<file path="config.mk">
export PLATFORM = sky130hd
export DESIGN_NAME = tlts_div
export DESIGN_NICKNAME = d
export VERILOG_FILES = /design/src/hw/rtl/tlts_pkg.sv /design/src/hw/rtl/tlts_div.sv
export SDC_FILE = /design/constraint.sdc
export NUM_CORES = 2
export LEC_CHECK = 0
export BUFFER_PORTS_ARGS = -buffer_cell sky130_fd_sc_hd__buf_2
export CORE_AREA = 2 2 459 689
export DETAILED_ROUTE_END_ITERATION = 6
export DIE_AREA = 0 0 461 691
export PLACE_DENSITY = 0.56
export SYNTH_ARGS = -nofsm -noshare
export SYNTH_HDL_FRONTEND = slang
export SYNTH_SLANG_ARGS = --single-unit
</file>
<file path="constraint.sdc">
create_clock -name clk -period 5.1 [get_ports clk]
set_clock_uncertainty 0.1 [all_clocks]
set_input_delay 1.02 -clock clk [delete_from_list [all_inputs] [get_ports clk]]
set_output_delay 1.02 -clock clk [all_outputs]
set_load 0.1 [all_outputs]
</file>
<file path="src/hw/rtl/tlts_pkg.sv">
// tlts_pkg: constants, codes and item types of the tidal level time step block
// used by every module under hw/rtl; depends on nothing
`timescale 1ns / 1ps
package tlts_pkg;

    localparam logic [30:0] ONE_Q30     = 31'd1073741824;
    localparam logic [30:0] PI_HALF_Q30 = 31'd1686629713;

    localparam int NUM_TERMS  = 5;
    localparam int ASIN_STEPS = 31;

    localparam logic [1:0] CFG_RANGE  = 2'd0;
    localparam logic [1:0] CFG_PERIOD = 2'd1;
    localparam logic [1:0] CFG_STEP   = 2'd2;

    localparam logic [1:0] ERR_OK     = 2'd0;
    localparam logic [1:0] ERR_PERIOD = 2'd1;
    localparam logic [1:0] ERR_ZERO   = 2'd2;

    typedef struct packed {
        logic        err_period;
        logic        err_zero;
        logic [31:0] t0;
    } item_t;

    typedef struct packed {
        logic  neg;
        item_t item;
    } fold_t;

    typedef struct packed {
        logic               zneg;
        logic               waning;
        logic signed [24:0] z0;
        item_t              item;
    } lvl_t;

    function automatic logic [6:0] term_div(input int j);
        logic [6:0] k;
        case (j)
            0:       k = 7'd110;
            1:       k = 7'd72;
            2:       k = 7'd42;
            3:       k = 7'd20;
            default: k = 7'd6;
        endcase
        return k;
    endfunction

endpackage

</file>
<file path="src/hw/rtl/tlts_div.sv">
// tlts_div: pipelined restoring divider, one quotient bit per stage
// uses tlts_pkg; numerator must not exceed the divisor
`timescale 1ns / 1ps
module tlts_div
    import tlts_pkg::*;
#(
    parameter int W    = 32,
    parameter int QW   = 33,
    parameter int SB_W = 1
)
(
    input  logic            clk,
    input  logic            rst_n,
    input  logic            en,
    input  logic            in_valid,
    input  logic [W-1:0]    num,
    input  logic [W-1:0]    den,
    input  logic [SB_W-1:0] sb_in,
    output logic            out_valid,
    output logic [QW-1:0]   quo,
    output logic [SB_W-1:0] sb_out
);

    logic            v_reg  [0:QW-1];
    logic [W-1:0]    r_reg  [0:QW-1];
    logic [QW-1:0]   q_reg  [0:QW-1];
    logic [SB_W-1:0] sb_reg [0:QW-1];

    genvar i;
    generate
        for (i = 0; i < QW; i++)
        begin : g_stage
            logic [W:0]    rs;
            logic          ge;
            logic [W-1:0]  r_next;
            logic [QW-1:0] q_next;
            logic          v_in;
            logic [SB_W-1:0] sb_in_i;

            if (i == 0)
            begin : g_first
                assign rs      = {1'b0, num};
                assign v_in    = in_valid;
                assign sb_in_i = sb_in;
                assign ge      = rs >= {1'b0, den};
                assign q_next  = QW'(ge);
            end
            else
            begin : g_rest
                assign rs      = {r_reg[i-1], 1'b0};
                assign v_in    = v_reg[i-1];
                assign sb_in_i = sb_reg[i-1];
                assign ge      = rs >= {1'b0, den};
                assign q_next  = {q_reg[i-1][QW-2:0], ge};
            end

            assign r_next = ge ? W'(rs - {1'b0, den}) : rs[W-1:0];

            always_ff @(posedge clk or negedge rst_n)
            begin
                if (!rst_n)
                    v_reg[i] <= 1'b0;
                else if (en)
                    v_reg[i] <= v_in;
            end

            always_ff @(posedge clk)
            begin
                if (en)
                begin
                    r_reg[i]  <= r_next;
                    q_reg[i]  <= q_next;
                    sb_reg[i] <= sb_in_i;
                end
            end
        end
    endgenerate

    assign out_valid = v_reg[QW-1];
    assign quo       = q_reg[QW-1];
    assign sb_out    = sb_reg[QW-1];

endmodule

</file>
==> metrics.yaml <==
outcome:
  status: "complete, no violations"
floorplan:
  fp.dieH_um: 691
  fp.dieArea_um2: 319000
  initial_core_util: 0.359
  row_count: 252
  coreArea_um2: 313000
  die_x_um: 461
  pin_count: 104
critical_path:
  worstPathCellList: "buf_2 -> inv_2 -> buf_4 -> ha_1 -> and3b_1 -> a211oi_1 -> o22a_1 -> o31a_1 -> a21oi_1 -> a41o_1 -> o21ai_4 -> buf_12 -> o21ai_0 -> buf_4"
  crit_family: "compound AO/OA/AOI/OAI gates"
  slowest_stage: "o21ai_4"
  crit_fanout: 19
  r2r_slack_ns: 0.92
  reg2reg_depth: 12
  startpoint: "den[13]"
  critPathArrivalTime_ns: 5.10
  cp.depth: 14
  endpoint_kind: "flop"
  cp-start-kind: "input pin"
  cp.required_ns: 5.64
  critPathBufInv: 5
  max_stage_delay_ns: 0.50
  critPathMostFrequentCell: "buf_4"
  worstReg2RegStart: "r_reg[0][655]"
  reg2reg_to: "r_reg[0][685]"
  crit_type: "in2reg"
cts:
  cts_tree: "built"
  clkTransAtPathRegs_ns: 0.06
  holdBufCountCts: 0
  cts-root-buf: "clkbuf_16"
  clockBufferDepth: 4
  clk_latency_ns: 0.89
  cts_inserted_buffers: 188
  post_cts_resized: 0
  cts_max_level: 4
  cts.sinks: 1651
  cts_setup_buffers: 0
global_routing:
  grt_first_pass_wirelength_um: 544000
  grt_pass1_vias: 90200
  overflow: 0
  antenna_found_initial: 14
  grt_usage: 0.223
  grt_max_degree: 146
synth:
  ys_seq_elements: 1651
  seq_area_frac_synth: 0.440
  ys_types: 95
  synthTopCellsByArea: "edfxtp_1 (43%), ha_1 (12%), a21oi_1 (4.3%)"
  synth_top_area_share: 0.433
  synthCells: 10900
  yosys.area.top_type: "edfxtp_1"
  syn_nets: 12000
  postSynth.asyncResetShare: 0.0200
  postSynthAreaPerCell_um2: 10.3
  synth_edf_count: 1618
  ys_warn_count: 0
  syn_area_um2: 112000
  synth-main-ff-cell: "edfxtp_1"
route:
  route.detailed.wl_per_inst_um: 22.8
  vias: 88600
  via_per_inst: 5.54
  ant_nets: 0
  drc: 0
  firstDrtPassIters: 6
  drtIter0Drc: 5620
  routed_wl_um: 364000
power:
  p_leak_nw: 53.1
  irDropWorstVdd_uv: 314
  power_density_nw_per_um2: 712
  p_total_mw: 93.0
placement:
  post-place-cells: 15700
  pre_cts_ws_ns: -0.350
  gp_congestion: 0.963
  io_buffers: 103
  dp_hpwl_um: 279000
timing:
  hold_violations: 0
  relSlewSlack: 0.343
  drv_slew: 0
  grt_setup_unrepaired: "false"
  setup_viol: 0
  tightest_slew_ns: 0.973
  fin_crit_ns: 4.56
  setup_ws_ns: 0.539
  fmax_mhz: 219
  period_share: 0.894
layout:
  drive_gt1_frac: 0.141
  final_nets: 12800
  post-route-util: 0.418
  fin_cells: 16000
  area_delta_synth_final_pct: 16.3
  largest_register_ffs: 1024
run:
  cap_violations: 0
min_path:
  min_path_type: "in2async"
[cells in the mapped netlist, drive strengths merged, types with 29 or more instances]
cell,instances
a211o,29
a211oi,71
a21boi,34
a21o,563
a21oi,965
a221oi,29
a31oi,112
and2,64
and3,88
buf,62
clkbuf,255
dfrtp,33
edfxtp,1618
fa,32
ha,1055
inv,310
mux2,348
nand2,1008
nand2b,168
nand3,221
nand4,146
nor2,624
nor2b,163
nor3,137
nor4,32
o211ai,47
o21a,130
o21ai,995
o21bai,124
o31ai,80
or3,33
xnor2,481
xor2,384
[metrics by stage]
step | area (um2) | TNS (ns) | hold WS (ns)
floorplan | 112000 | 0 | 0.300
global placement | 124000 | -3.10 | 0.301
detailed placement | 124000 | -3.19 | 0.305
CTS | 131000 | 0 | 0.0394
global route | 131000 | 0 | 0.105
finish | 131000 | 0 | 0.0848
[logic make-up after synthesis]
| logic type | share of synthesized area |
|---|---|
| buffers and inverters | 0.0218 |
| XOR/XNOR | 0.0675 |
| adder cells (fa/ha/maj) | 0.123 |
| AO/OA/AOI/OAI | 0.193 |
| AND/OR/NAND/NOR | 0.117 |
| flip-flops | 0.440 |
| multiplexers | 0.0371 |
[layout by cell type (no fill, tap or decap), types with 31 or more instances in the layout]
cell       instances
a211oi_1          68
a21boi_0          31
a21o_1           561
a21oi_1          961
a31oi_1          112
and2_1            63
and3_1            88
buf_12           110
buf_2            100
buf_4            714
clkbuf_16        191
clkinv_2          31
dfrtp_1           33
edfxtp_1        1618
fa_1              32
ha_1            1055
inv_1            278
mux2_2           321
nand2_1         1006
nand2b_1         168
nand3_1          220
nand4_1          146
nor2_1           624
nor2b_1          163
nor3_1           135
nor4_1            32
o211ai_1          47
o21a_1           127
o21ai_0          960
o21bai_1         124
o31ai_1           79
or3_1             33
xnor2_1          481
xor2_1           384
[metal layers]
layer  part of all wire  vias to the layer above  global-route usage  routed length (um)
met1               0.38                    43200               0.245              139000
met4              0.066                        2               0.131               24200
li1                   -                    42600                   -                   -
met5           0.000030                        -                   0                  11
met3              0.037                      755              0.0241               13400
met2               0.52                     2112               0.409              188000
[worst max-delay path by stage]
stage                         end  slack [ns]
finish              r_reg[0][685]        0.54
global route        r_reg[0][685]        0.48
CTS                 r_reg[0][685]        0.59
detailed placement  r_reg[0][685]       -0.35
global placement    r_reg[0][685]       -0.35
floorplan           r_reg[0][594]        0.16
[final cells by class]
type                       count  area (um2)
clock inverter               111        1210
multi-input combinational   8584       60600
sequential                  1651       49400
clock buffer                 219        4900
tap                         4191        5240
antenna                        8        20.0
fill                       30100      182000
timing repair buffer         924        8060
inverter                     310        1170
[power breakdown]
part	internal [mW]	total [mW]	switching (mW)
clock network	8.00	13.9	5.91
logic	23.6	52.1	28.5
registers	22.9	27.0	4.11
total	54.4	93.0	38.5
Power figures use the tool's default switching activity.
